## src/sound_command_stream_converter_top_macros.svh

```systemverilog
// Assertion macros of the sound command stream converter top.
`ifndef SOUND_COMMAND_STREAM_CONVERTER_TOP_MACROS_SVH
`define SOUND_COMMAND_STREAM_CONVERTER_TOP_MACROS_SVH

// Checks that the consequent holds in the same cycle as the antecedent.
`define SCSC_ASSERT_SAME(label, ante, cons) \
   label: assert property (@(posedge clock) disable iff (reset) (ante) |-> (cons)) \
      else $error("scsc: same-cycle check failed");

// Checks that the consequent holds in the cycle after the antecedent.
`define SCSC_ASSERT_NEXT(label, ante, cons) \
   label: assert property (@(posedge clock) disable iff (reset) (ante) |=> (cons)) \
      else $error("scsc: next-cycle check failed");

`endif

```

## src/scsc_pkg.sv

```systemverilog
// Types and constants of the sound command stream converter.
package scsc_pkg;

   // One input word: a raw file byte and the new-file mark.
   typedef struct packed {
      logic [7:0] in_byte;
      logic       file_start;
   } req_type;

   // One result word.
   typedef struct packed {
      logic [7:0] out_byte;
      logic       kind;
      logic       run_last;
      logic       stream_end;
   } rsp_type;

   // Up to two results produced by one input word.
   typedef struct packed {
      rsp_type    first;
      rsp_type    second;
      logic [1:0] count;
   } push_type;

   // Parser phases, one-hot.
   typedef enum logic [5:0] {
      PH_HEADER = 6'b000001,
      PH_SKIP   = 6'b000010,
      PH_CMD    = 6'b000100,
      PH_ARGS   = 6'b001000,
      PH_DONE   = 6'b010000,
      PH_BAD    = 6'b100000
   } phase_type;

   // Command codes of the input stream.
   localparam logic [7:0] CMD_WRITE = 8'h54;
   localparam logic [7:0] CMD_WAIT  = 8'h61;
   localparam logic [7:0] CMD_TICK  = 8'h62;
   localparam logic [7:0] CMD_END   = 8'h66;
   localparam logic [7:0] CMD_SKIP3 = 8'hc0;

   // Codes of the output stream.
   localparam logic [7:0] CODE_DELAY = 8'd2;
   localparam logic [7:0] CODE_DONE  = 8'd4;

   // Result kinds.
   localparam logic KIND_DATA = 1'b0;
   localparam logic KIND_BAD  = 1'b1;

   // File signature, byte 0 first.
   localparam logic [7:0] SIGNATURE [0:3] = '{8'h56, 8'h67, 8'h6d, 8'h20};

   // Header layout.
   localparam int OFFSET_WIDTH = 32;
   localparam int OFFSET_BASE  = 'h34;
   localparam int FIRST_DATA   = 'h38;

   // Division of a 16-bit sample count by 735: (s * 91305) >> 26 is exact.
   localparam logic [16:0] RECIP_MULT  = 17'd91305;
   localparam int          RECIP_SHIFT = 26;
   localparam int          QUOT_WIDTH  = 7;

endpackage

```

## src/scsc_rsp_fifo.sv

```systemverilog
// Four-entry result queue between the parser and the result channel.
module scsc_rsp_fifo
   import scsc_pkg::*;
(
   input  logic     clock,
   input  logic     reset,
   input  push_type push,
   input  logic     pop,
   output rsp_type  head,
   output logic [2:0] level
);

   rsp_type    mem_ff [4];
   logic [1:0] wr_ptr_ff, wr_ptr_in;
   logic [1:0] rd_ptr_ff, rd_ptr_in;
   logic [2:0] level_ff, level_in;

   // Pointer and fill level bookkeeping.
   always_comb begin
      wr_ptr_in = wr_ptr_ff + push.count;
      rd_ptr_in = rd_ptr_ff + 2'(pop);
      level_in  = level_ff + 3'(push.count) - 3'(pop);
   end

   always_ff @(posedge clock) begin
      if (reset) begin
         wr_ptr_ff <= '0;
         rd_ptr_ff <= '0;
         level_ff  <= '0;
      end else begin
         wr_ptr_ff <= wr_ptr_in;
         rd_ptr_ff <= rd_ptr_in;
         level_ff  <= level_in;
      end
   end

   // Entry storage; the second result goes behind the first.
   always_ff @(posedge clock) begin
      if (push.count != 2'd0) begin
         mem_ff[wr_ptr_ff] <= push.first;
      end
      if (push.count == 2'd2) begin
         mem_ff[wr_ptr_ff + 2'd1] <= push.second;
      end
   end

   assign head  = mem_ff[rd_ptr_ff];
   assign level = level_ff;

endmodule

```

## src/scsc_parser.sv

```systemverilog
// Header check, offset skip and command decode for one registered input word.
module scsc_parser
   import scsc_pkg::*;
#(
   parameter int POSITION_WIDTH = 32
) (
   input  logic     clock,
   input  logic     reset,
   input  logic     fire,
   input  req_type  req,
   output push_type push
);

   localparam int SUM_WIDTH = OFFSET_WIDTH + 1;
   localparam logic [POSITION_WIDTH-1:0] POS_MAX   = {POSITION_WIDTH{1'b1}};
   localparam logic [SUM_WIDTH-1:0]      SUM_LIMIT = SUM_WIDTH'(POS_MAX);
   localparam logic [SUM_WIDTH-1:0]      SUM_FIRST = SUM_WIDTH'(FIRST_DATA);
   localparam logic [POSITION_WIDTH-1:0] POS_BASE  = POSITION_WIDTH'(OFFSET_BASE);
   localparam logic [POSITION_WIDTH-1:0] POS_FIRST = POSITION_WIDTH'(FIRST_DATA);

   phase_type                 phase_ff, phase_in;
   logic [POSITION_WIDTH-1:0] pos_ff, pos_in;
   logic [OFFSET_WIDTH-1:0]   offset_ff, offset_in;
   logic                      hdr_ok_ff, hdr_ok_in;
   logic [7:0]                pending_ff, pending_in;
   logic [1:0]                args_ff, args_in;
   logic [7:0]                wait_low_ff, wait_low_in;

   // State as seen by this word: a new file starts from the reset values.
   phase_type                 cur_phase;
   logic [POSITION_WIDTH-1:0] cur_pos;
   logic [OFFSET_WIDTH-1:0]   cur_offset;
   logic                      cur_hdr_ok;
   logic [7:0]                cur_pending;
   logic [1:0]                cur_args;
   logic [7:0]                cur_wait_low;

   logic [7:0]                b;
   logic                      run_cmd;
   logic                      sig_match;
   logic [OFFSET_WIDTH-1:0]   gathered;
   logic [SUM_WIDTH-1:0]      start_sum;
   logic [15:0]               samples;
   logic [32:0]               product;
   logic [7:0]                ticks;

   assign b = req.in_byte;

   always_comb begin
      if (req.file_start) begin
         cur_phase    = PH_HEADER;
         cur_pos      = '0;
         cur_offset   = '0;
         cur_hdr_ok   = 1'b1;
         cur_pending  = '0;
         cur_args     = '0;
         cur_wait_low = '0;
      end else begin
         cur_phase    = phase_ff;
         cur_pos      = pos_ff;
         cur_offset   = offset_ff;
         cur_hdr_ok   = hdr_ok_ff;
         cur_pending  = pending_ff;
         cur_args     = args_ff;
         cur_wait_low = wait_low_ff;
      end
   end

   // Offset gathering and the clamped start position.
   always_comb begin
      gathered  = cur_offset | (OFFSET_WIDTH'(b) << {cur_pos[1:0], 3'b000});
      start_sum = SUM_WIDTH'(gathered) + SUM_WIDTH'(OFFSET_BASE);
      if (start_sum > SUM_LIMIT) begin
         start_sum = SUM_LIMIT;
      end
      if (start_sum < SUM_FIRST) begin
         start_sum = SUM_FIRST;
      end
   end

   // Wait count in ticks: sample count over 735 by reciprocal multiply.
   always_comb begin
      samples = {b, cur_wait_low};
      product = 33'(samples) * 33'(RECIP_MULT);
      ticks   = 8'(product[RECIP_SHIFT +: QUOT_WIDTH]);
   end

   assign sig_match = (b == SIGNATURE[cur_pos[1:0]]);

   // Phase handling and result generation.
   always_comb begin
      phase_in    = cur_phase;
      offset_in   = cur_offset;
      hdr_ok_in   = cur_hdr_ok;
      pending_in  = cur_pending;
      args_in     = cur_args;
      wait_low_in = cur_wait_low;
      pos_in      = (cur_pos != POS_MAX) ? cur_pos + POSITION_WIDTH'(1) : cur_pos;
      run_cmd     = 1'b0;
      push        = '0;

      unique case (cur_phase)
         PH_HEADER: begin
            if (cur_pos < POSITION_WIDTH'(4)) begin
               hdr_ok_in = cur_hdr_ok && sig_match;
               if (cur_pos == POSITION_WIDTH'(3) && !hdr_ok_in) begin
                  push.first = '{out_byte: 8'd0, kind: KIND_BAD, run_last: 1'b1,
                                 stream_end: 1'b0};
                  push.count = 2'd1;
                  phase_in   = PH_BAD;
               end
            end else if (cur_pos >= POS_BASE && cur_pos < POS_FIRST) begin
               offset_in = gathered;
               if (cur_pos == POS_FIRST - POSITION_WIDTH'(1)) begin
                  offset_in = OFFSET_WIDTH'(start_sum);
                  phase_in  = PH_SKIP;
               end
            end
         end
         PH_SKIP: begin
            if (cur_pos == cur_offset[POSITION_WIDTH-1:0]) begin
               phase_in = PH_CMD;
               run_cmd  = 1'b1;
            end
         end
         PH_CMD: begin
            run_cmd = 1'b1;
         end
         PH_ARGS: begin
            if (cur_pending == CMD_WRITE) begin
               push.first = '{out_byte: b, kind: KIND_DATA, run_last: 1'b1,
                              stream_end: 1'b0};
               push.count = 2'd1;
            end else if (cur_pending == CMD_WAIT) begin
               if (cur_args == 2'd2) begin
                  wait_low_in = b;
               end else begin
                  push.first  = '{out_byte: CODE_DELAY, kind: KIND_DATA, run_last: 1'b0,
                                  stream_end: 1'b0};
                  push.second = '{out_byte: ticks, kind: KIND_DATA, run_last: 1'b1,
                                  stream_end: 1'b0};
                  push.count  = 2'd2;
               end
            end
            args_in = (cur_args != 2'd0) ? cur_args - 2'd1 : 2'd0;
            if (args_in == 2'd0) begin
               phase_in = PH_CMD;
            end
         end
         default: begin
         end
      endcase

      // Command decode.
      if (run_cmd) begin
         unique case (b) inside
            CMD_WRITE, CMD_WAIT: begin
               pending_in = b;
               args_in    = 2'd2;
               phase_in   = PH_ARGS;
            end
            CMD_SKIP3: begin
               pending_in = b;
               args_in    = 2'd3;
               phase_in   = PH_ARGS;
            end
            CMD_TICK: begin
               push.first  = '{out_byte: CODE_DELAY, kind: KIND_DATA, run_last: 1'b0,
                               stream_end: 1'b0};
               push.second = '{out_byte: 8'd1, kind: KIND_DATA, run_last: 1'b1,
                               stream_end: 1'b0};
               push.count  = 2'd2;
            end
            CMD_END: begin
               push.first  = '{out_byte: CODE_DONE, kind: KIND_DATA, run_last: 1'b0,
                               stream_end: 1'b0};
               push.second = '{out_byte: 8'd0, kind: KIND_DATA, run_last: 1'b1,
                               stream_end: 1'b1};
               push.count  = 2'd2;
               phase_in    = PH_DONE;
            end
            default: begin
            end
         endcase
      end

      // Nothing leaves the parser unless a word is processed.
      if (!fire) begin
         push = '0;
      end
   end

   always_ff @(posedge clock) begin
      if (reset) begin
         phase_ff    <= PH_HEADER;
         pos_ff      <= '0;
         offset_ff   <= '0;
         hdr_ok_ff   <= 1'b1;
         pending_ff  <= '0;
         args_ff     <= '0;
         wait_low_ff <= '0;
      end else if (fire) begin
         phase_ff    <= phase_in;
         pos_ff      <= pos_in;
         offset_ff   <= offset_in;
         hdr_ok_ff   <= hdr_ok_in;
         pending_ff  <= pending_in;
         args_ff     <= args_in;
         wait_low_ff <= wait_low_in;
      end
   end

endmodule

```

## src/sound_command_stream_converter_top.sv

```systemverilog
// Sound command stream converter: file bytes in, converted command stream out.
//
// The req channel takes one file byte per word; file_start marks byte 0 of a
// new file and restarts parsing. The rsp channel gives the converted words:
// register/value bytes, delay codes and counts, the end code pair, or one
// bad-signature word. A word moves on a channel at a clock edge with valid
// high and stall low. An input word is held in an input register, decoded
// by the parser once the queue has room for two results, and its zero, one
// or two results are written to a four-entry result queue. The first result
// of a word is offered on rsp once it is in the queue; a second result
// follows behind it. Input words are taken every cycle while the queue has
// room for two results; the result channel moves one word per cycle while
// rsp_stall is low, so a run of two-result commands is paced by the result
// channel. If the receiver stalls, the queue fills and req_stall rises; the
// head result holds steady meanwhile. Synchronous reset empties the input
// register and the queue and returns the parser to the header phase at byte 0.
`include "sound_command_stream_converter_top_macros.svh"

module sound_command_stream_converter_top
   import scsc_pkg::*;
#(
   parameter int POSITION_WIDTH = 32
) (
   input  logic    clock,
   input  logic    reset,
   input  logic    req_valid,
   output logic    req_stall,
   input  req_type req_payload,
   output logic    rsp_valid,
   input  logic    rsp_stall,
   output rsp_type rsp_payload
);

   logic       in_valid_ff, in_valid_in;
   req_type    in_data_ff;
   logic       req_accept;
   logic       fire;
   logic       room;
   logic       pop;
   logic [2:0] level;
   push_type   push;

   // Input register: a held word is processed once the queue has room for two.
   assign room       = (level <= 3'd2);
   assign fire       = in_valid_ff && room;
   assign req_stall  = in_valid_ff && !room;
   assign req_accept = req_valid && !req_stall;

   always_comb begin
      in_valid_in = in_valid_ff;
      if (req_accept) begin
         in_valid_in = 1'b1;
      end else if (fire) begin
         in_valid_in = 1'b0;
      end
   end

   always_ff @(posedge clock) begin
      if (reset) begin
         in_valid_ff <= 1'b0;
      end else begin
         in_valid_ff <= in_valid_in;
      end
   end

   always_ff @(posedge clock) begin
      if (req_accept) begin
         in_data_ff <= req_payload;
      end
   end

   scsc_parser #(
      .POSITION_WIDTH(POSITION_WIDTH)
   ) u_parser (
      .clock(clock),
      .reset(reset),
      .fire (fire),
      .req  (in_data_ff),
      .push (push)
   );

   // Result queue feeding the rsp channel.
   assign rsp_valid = (level != 3'd0);
   assign pop       = rsp_valid && !rsp_stall;

   scsc_rsp_fifo u_rsp_fifo (
      .clock(clock),
      .reset(reset),
      .push (push),
      .pop  (pop),
      .head (rsp_payload),
      .level(level)
   );

   // The input side stalls only while it holds an undelivered word.
   `SCSC_ASSERT_SAME(a_stall_has_word, req_stall, in_valid_ff)
   // Results appear only for processed words.
   `SCSC_ASSERT_SAME(a_push_needs_fire, push.count != 2'd0, fire)
   // A pair of results closes on the second one only.
   `SCSC_ASSERT_SAME(a_pair_last, push.count == 2'd2,
                     push.second.run_last && !push.first.run_last)
   // A written result is offered on the next cycle.
   `SCSC_ASSERT_NEXT(a_push_shows, push.count != 2'd0, rsp_valid)

endmodule
```

## config.mk

```make
export PLATFORM = sky130hd
export DESIGN_NAME = sound_command_stream_converter_top
export DESIGN_NICKNAME = d
export VERILOG_FILES = /design/src/scsc_pkg.sv /design/src/scsc_rsp_fifo.sv /design/src/scsc_parser.sv /design/src/sound_command_stream_converter_top.sv
export VERILOG_INCLUDE_DIRS = /design/src /design/src/src
export SDC_FILE = /design/constraint.sdc
export NUM_CORES = 1
export LEC_CHECK = 0
export BUFFER_PORTS_ARGS = -buffer_cell sky130_fd_sc_hd__buf_2
export CAP_MARGIN = 25
export CORE_MARGIN = 2
export CORE_UTILIZATION = 52
export CTS_CLUSTER_SIZE = 16
export DETAILED_ROUTE_END_ITERATION = 12
export PLACE_DENSITY = 0.8
export SLEW_MARGIN = 20
export SYNTH_ARGS = -nofsm -noshare
export SYNTH_HDL_FRONTEND = slang
export SYNTH_SLANG_ARGS = --single-unit
```

## constraint.sdc

```tcl
create_clock -name clock -period 6.8 [get_ports clock]
set_input_delay 0.68 -clock clock [delete_from_list [all_inputs] [get_ports clock]]
set_output_delay 0.68 -clock clock [all_outputs]
set_load 0.05 [all_outputs]
```

=== After elaboration in Yosys (flattened, before gate mapping) ===
Memory sizes are Yosys's and may differ from the RTL's. A register that Yosys moved wholly into a read port is not among the register bits.
Index checks and enable logic that the tools add are counted.

* Multiply operators: 1
* Reductions and logical operators: 18
* $lt $le $gt $ge: 7
* Bitwise gates (word level): 2
* Equal/unequal tests: 18
* Add/subtract/negate cells: 8
* Shifts and indexed selects: 1
* Divide/modulo/power cells: 0
* Multiplexer cells: 62

{| class="wikitable"
|+ Operators by type and width
! operator !! count
|-
| two-way mux 32 bit || 8
|-
| two-way mux 8 bit || 10
|-
| two-way mux 24 bit || 3
|-
| equality test 8 x 7 -> 1 bit (second input constant) || 6
|-
| two-way mux 6 bit || 8
|-
| case mux 24 bit (2 select lines) || 1
|-
| two-way mux 11 bit || 4
|-
| adder 32 x 6 -> 33 bit (second input constant) || 1
|-
| > comparator 33 x 32 -> 1 bit (second input constant) || 1
|-
| less-than comparator 33 x 6 -> 1 bit (second input constant) || 1
|-
| multiplier 16 x 17 -> 33 bit (second input constant) || 1
|-
| two-way mux 33 bit || 1
|-
| adder 32 x 1 -> 32 bit (second input constant) || 1
|-
| equality test 32 x 2 -> 1 bit (second input constant) || 1
|-
| equality test 32 bit || 1
|-
| equality test 32 x 6 -> 1 bit (second input constant) || 1
|-
| >= comparator 32 x 6 -> 1 bit (second input constant) || 1
|-
| less-than comparator 32 x 3 -> 1 bit (second input constant) || 1
|-
| less-than comparator 32 x 6 -> 1 bit (second input constant) || 1
|-
| != test 32 bit (second input constant) || 1
|-
| bitwise OR 32 bit || 1
|-
| left shift 8 x 5 -> 32 bit || 1
|-
| case mux 11 bit (2 select lines) || 1
|-
| two-way mux 18 bit || 1
|-
| 31 further kinds || 60
|}

* Bits in writable memories: 44
* Output and inout bits: 13
* Memory bits (read-only): 0
* Memories kept: 1
* Bits in registers: 106
* Latch bits: 0

{| class="wikitable"
|+ Memories
! name !! depth !! bits a word !! rd ports !! clocked after Yosys merged registers in !! wr ports !! RTL line !! source
|-
| u_rsp_fifo.mem_ff || 4 || 11 || 1 || 1 || 2 || scsc_rsp_fifo.sv:13 || <nowiki>rsp_type mem_ff [4];</nowiki>
|}

=== Depth between registers and ports, before layout ===
* Depth in word-level cells: 18
* Mapped depth: 31
* Mapped depth without buffers: 25

=== Modules after synthesis ===
A second synthesis with hierarchy kept.

* Cell total of the unflattened synthesis: 1541
* Area, all modules: 14023.4 um^2

{| class="wikitable"
|+ By module, submodules not included
! module !! area each (um^2) !! sequential area each (um^2) !! cells each !! times used
|-
| scsc_parser || 11064.4 || 1781.7 || 1374 || 1
|-
| scsc_rsp_fifo || 2601.2 || 1461.4 || 147 || 1
|-
| sound_command_stream_converter_top || 357.8 || 290.3 || 20 || 1
|}

=== Worst setup path before layout ===
No wires, ideal clock.

* Kind: register to register
* Start: register in_data_ff[0] (netlist name)
* End: memory u_rsp_fifo.mem_ff[0][9] (netlist name), data pin
* Stages on the path, launching flop included: 30
* Arrival time: 6794 ps
* Path buffers: 5
* Setup time: 256 ps
* Required time: 6544 ps
* Period minus slack after synthesis: 7050 ps
* Slack: -250 ps
* Cells stage by stage: edfxtp_1 > buf_4 > inv_1 > buf_2 > buf_2 > buf_1 > buf_1 > nand2_1 > inv_1 > ha_1 > inv_1 > fa_1 > fa_1 > inv_1 > fa_1 > fa_1 > inv_1 > fa_1 > inv_1 > ha_1 > nand4_1 > nor2_1 > inv_1 > nor4_1 > a211oi_1 > o21ai_0 > a2111oi_0 > o31ai_1 > xnor2_1 > a22o_1

{| class="wikitable"
|+ RTL lines
! what !! RTL line !! source
|-
| start, declared || sound_command_stream_converter_top.sv:35 || <nowiki>req_type in_data_ff;</nowiki>
|-
| start signal, assigned || sound_command_stream_converter_top.sv:68 || <nowiki>in_data_ff <= req_payload;</nowiki>
|-
| end, declared || scsc_rsp_fifo.sv:13 ||
|}

==> out/summary.json <==
{
  "outcome": {"value": "finished, violations left"},
  "violations_in_the_final_reports": {"value": "design-rule violations"},
  "ff2ff_setup_slack": {"value": 0.41, "unit": "ns"},
  "timing.critical_path.buf_inv": {"value": 7},
  "p_switching": {"value": 1374, "unit": "uW"},
  "ir_drop_worst_vdd": {"value": 0.1993, "unit": "mV"},
  "vias": {"value": 12370},
  "finalSetupTns": {"value": 0, "unit": "ns"},
  "design.final.nets": {"value": 1830},
  "cpMostUsedCell": {"value": "sky130_fd_sc_hd__inv_1"},
  "dpl.hpwl": {"value": 29.31, "unit": "mm"},
  "worst_ep_required_time": {"value": 7.00, "unit": "ns"},
  "design.die.area": {"value": 27960, "unit": "um2"},
  "crit_path_top_delay_cell": {"value": "sky130_fd_sc_hd__fa_1"},
  "area_used_by_sequential_logic_in_the_layout": {"value": 3453, "unit": "um2"},
  "clkTransAtPathRegs": {"value": 0.07, "unit": "ns"},
  "vias_per_cell": {"value": 6.362},
  "crit_path_max_fanout": {"value": 7},
  "crit_path_end": {"value": "u_rsp_fifo.mem_ff[1][9]$_DFFE_PP_"},
  "reg2reg_depth": {"value": 25},
  "num-fill-cells": {"value": 2295},
  "synth.ff_latch_count": {"value": 150},
  "period_utilisation_layout": {"value": 93.93, "unit": "%"},
  "commonest_cells_after_routing_fill_and_taps_aside": {"value": "sky130_fd_sc_hd__inv_1, sky130_fd_sc_hd__ha_1, sky130_fd_sc_hd__nand2_1"},
  "cellLeakagePower": {"value": 0.006346, "unit": "uW"},
  "cp.depth": {"value": 25},
  "drt_iter0_drc": {"value": 1601},
  "setup_repair_after_global_routing_missed_its_margin": {"value": "false"},
  "max_freq": {"value": 156.6, "unit": "MHz"},
  "critPathKind": {"value": "register to register"},
  "hp-class": {"value": "primary input to register"},
  "crit_path_from": {"value": "in_data_ff[0]$_DFFE_PP_"},
  "portion_of_total_power_attributed_to_sequential_cells": {"value": 29.7, "unit": "%"},
  "ctsHtreeMaxLevel": {"value": 4},
  "ctsLongestPathBuffers": {"value": 2},
  "synth-warning-count": {"value": 0},
  "first_drt_pass_iteration_count": {"value": 10},
  "tritoncts.num_buffers": {"value": 17},
  "report.final.slew_viol_count": {"value": 0},
  "drive_above_1_share": {"value": 8.758, "unit": "%"},
  "comb_pwr_share": {"value": 41.5, "unit": "%"},
  "hold_violations": {"value": 0},
  "drtAntennaViolNets": {"value": 0},
  "worst_reg2reg_endpoint": {"value": "u_rsp_fifo.mem_ff[1][9]$_DFFE_PP_"},
  "power_switching_share": {"value": 40.99, "unit": "%"},
  "die_height": {"value": 167.2, "unit": "um"},
  "worst_skew_pair.late_latency": {"value": 0.44, "unit": "ns"},
  "post_cts.repair.setup_buffers": {"value": 0},
  "timing.critical_path.arrival": {"value": 6.58, "unit": "ns"},
  "post_synth.cell_area_avg": {"value": 8.685, "unit": "um2"},
  "setup.worst_path.start_class": {"value": "register"},
  "drc": {"value": 5},
  "grt_util_all_layers": {"value": 28.94, "unit": "%"},
  "grt_antenna_before_repair": {"value": 0},
  "tritoncts": {"value": "yes"},
  "power_density": {"value": 224.9, "unit": "nW/um2"},
  "globalplace.congestion": {"value": 0.9870},
  "initial_core_util": {"value": 53.01, "unit": "%"},
  "globalRouteOverflowTotal": {"value": 0},
  "placed_inst_area": {"value": 14300, "unit": "um2"},
  "rr_startpoint": {"value": "in_data_ff[0]$_DFFE_PP_"},
  "netlist_area": {"value": 13850, "unit": "um2"},
  "wl_per_cell": {"value": 20.65, "unit": "um"},
  "drt_wl_total": {"value": 40.16, "unit": "mm"},
  "total_non_filler_cell_area_in_the_finished_layout": {"value": 14910, "unit": "um2"},
  "fin_worst_skew": {"value": 0.01437, "unit": "ns"},
  "most_frequently_used_flop_master_after_synthesis": {"value": "sky130_fd_sc_hd__dfxtp_1"},
  "critical_path.max_stage_delay": {"value": 0.54, "unit": "ns"},
  "tritoncts_num_sinks": {"value": 150},
  "grt_pass1_wl": {"value": 65.01, "unit": "mm"},
  "areaGrowthSynthToFinish": {"value": 7.623, "unit": "%"},
  "yosys.cell_types.count": {"value": 91},
  "ioPinCount": {"value": 26},
  "max-slew-margin-rel": {"value": 27.91, "unit": "%"},
  "max_cap_violations": {"value": 0},
  "maximum_number_of_pins_on_one_net_before_global_route_repair": {"value": 79},
  "proportion_of_power_drawn_by_the_clock_network": {"value": 28.8, "unit": "%"},
  "synth_sequential_area_ratio": {"value": 24.93, "unit": "%"},
  "area_of_combinational_cells_with_multiple_inputs": {"value": 9532, "unit": "um2"},
  "tightestPinTransition": {"value": 1.076, "unit": "ns"},
  "antenna_cells": {"value": 0},
  "synth.net_count": {"value": 1828},
  "worst_path_dominant_cell_family": {"value": "adder cells"},
  "timing.final.crit_period": {"value": 6.387, "unit": "ns"},
  "die_outline_width": {"value": 167.2, "unit": "um"},
  "endpoint_type_of_the_worst_setup_path": {"value": "register"},
  "placement_rows": {"value": 59},
  "placeableCoreArea": {"value": 26130, "unit": "um2"},
  "synth_edf_count": {"value": 45},
  "place.port_buffers": {"value": 25},
  "final_total_pwr": {"value": 3353, "unit": "uW"},
  "syn_inst": {"value": 1595},
  "layout.cells.most_common": {"value": "sky130_fd_sc_hd__inv_1"},
  "finalSetupViolations": {"value": 0},
  "postSynth.asyncResetShare": {"value": 0, "unit": "%"},
  "internal_cell_power": {"value": 1979, "unit": "uW"},
  "clock-root-buffer": {"value": "sky130_fd_sc_hd__clkbuf_16"},
  "grt_pass1_vias": {"value": 12270}
}
-- area by class of cell --
cell class | instances | share of cell area, %
clock inverters | 15 | 1.108
multi-input cells | 1217 | 63.94
repair buffers | 49 | 2.048
clock buffers | 17 | 2.854
inverters | 162 | 4.079
well taps | 335 | 2.812
flip-flops and latches | 150 | 23.16
-- what timing repair did --
| item | in CTS | in global routing |
|---|---|---|
| setup endpoints to repair | 0 | 8 |
| gates resized for setup | 0 | 1 |
| hold buffers | 0 | 0 |
| hold endpoints to repair | 0 | 0 |
-- cell usage after synthesis (17+ instances only) --
cell type / number / area share, %
sky130_fd_sc_hd__a22oi_1: 24 / 1.3
sky130_fd_sc_hd__xnor2_1: 60 / 3.8
sky130_fd_sc_hd__o21ai_0: 59 / 2.1
sky130_fd_sc_hd__inv_1: 161 / 4.4
sky130_fd_sc_hd__a31oi_1: 17 / 0.77
sky130_fd_sc_hd__fa_1: 68 / 9.8
sky130_fd_sc_hd__a21oi_1: 67 / 2.4
sky130_fd_sc_hd__nand2_1: 145 / 3.9
sky130_fd_sc_hd__clkbuf_1: 40 / 1.1
sky130_fd_sc_hd__edfxtp_1: 45 / 9.8
sky130_fd_sc_hd__nand4_1: 24 / 1.1
sky130_fd_sc_hd__nand3_1: 44 / 1.6
sky130_fd_sc_hd__a22o_1: 29 / 1.8
sky130_fd_sc_hd__nor3_1: 36 / 1.3
sky130_fd_sc_hd__dfxtp_1: 105 / 15
sky130_fd_sc_hd__nor2_1: 144 / 3.9
sky130_fd_sc_hd__nor2b_1: 27 / 1.2
sky130_fd_sc_hd__ha_1: 152 / 14
sky130_fd_sc_hd__xor2_1: 17 / 1.1
sky130_fd_sc_hd__nor4_1: 28 / 1.3
-- flip-flops by register name (all words and copies together) (netlist names), 3 cells and up --
| signal | flops |
|---|---|
| u_parser.pending_ff | 8 |
| u_rsp_fifo.mem_ff | 44 |
| u_parser.phase_ff | 6 |
| u_parser.offset_ff | 32 |
| u_rsp_fifo.level | 3 |
| u_parser.wait_low_ff | 8 |
| in_data_ff | 9 |
| u_parser.pos_ff | 32 |
-- metal layers --
layer / up-vias / part of all wire, % / global-route usage (%)
li1: 5699 / - / -
met4: 0 / 4.6 / 12.93
met3: 137 / 8.3 / 5.531
met1: 5897 / 41 / 36.56
met2: 641 / 47 / 48.30
met5: - / 0 / 0
-- power groups by stage --
stage | Sequential [uW] | Clock, uW | Combinational [uW]
5_1_grt | 1000 | 1010 | 1560
2_1_floorplan | 982 | 0 | 1060
3_3_place_gp | 1020 | 0 | 1290
3_5_place_dp | 1020 | 0 | 1330
6_report | 995 | 967 | 1390
4_1_cts | 997 | 967 | 1370
-- cell families (layout without fill, tap and decap cells) --
family                     Yosys count  after routing  share of synthesized area, %
and+or+nand+nor                    573            573                         21.15
adders and majority gates          220            220                         23.56
muxes                               24             24                         2.827
AOI/OAI and AO/OA                  323            323                         16.21
buffers and inverters              228            243                         6.458
xor gates and xnor gates            77             77                         4.869
DFF                                150            150                         24.93
-- how the worst min path moves through the flow --
stage | from | endpoint | cells past startpoint
6_report | req_payload[7] | in_data_ff[7]$_DFFE_PP_ | 1
5_1_grt | req_payload[8] | in_data_ff[8]$_DFFE_PP_ | 1
4_1_cts | req_payload[7] | in_data_ff[7]$_DFFE_PP_ | 1
3_5_place_dp | u_rsp_fifo.mem_ff[0][2]$_SDFFE_PP0P_ | u_rsp_fifo.mem_ff[0][2]$_SDFFE_PP0P_ | 2
3_3_place_gp | u_rsp_fifo.mem_ff[0][2]$_SDFFE_PP0P_ | u_rsp_fifo.mem_ff[0][2]$_SDFFE_PP0P_ | 2
2_1_floorplan | u_rsp_fifo.mem_ff[0][2]$_SDFFE_PP0P_ | u_rsp_fifo.mem_ff[0][2]$_SDFFE_PP0P_ | 2
-- through the flow --
| stage | util (%) | setup slack, ns | hold slack [ns] | instances |
|---|---|---|---|---|
| 4_1_cts | 56.96 | 0.3699 | 0.4113 | 1944 |
| 5_1_grt | 57.05 | 0.01955 | 0.4131 | 1945 |
| 3_5_place_dp | 54.70 | 0.4006 | 0.4447 | 1912 |
| 2_1_floorplan | - | 0.02641 | 0.4205 | 1595 |
| 3_3_place_gp | 54.64 | 0.5676 | 0.4413 | 1910 |
| 6_report | 57.05 | 0.4129 | 0.4200 | 1945 |
Note: power is estimated with default switching activity, not from simulation.
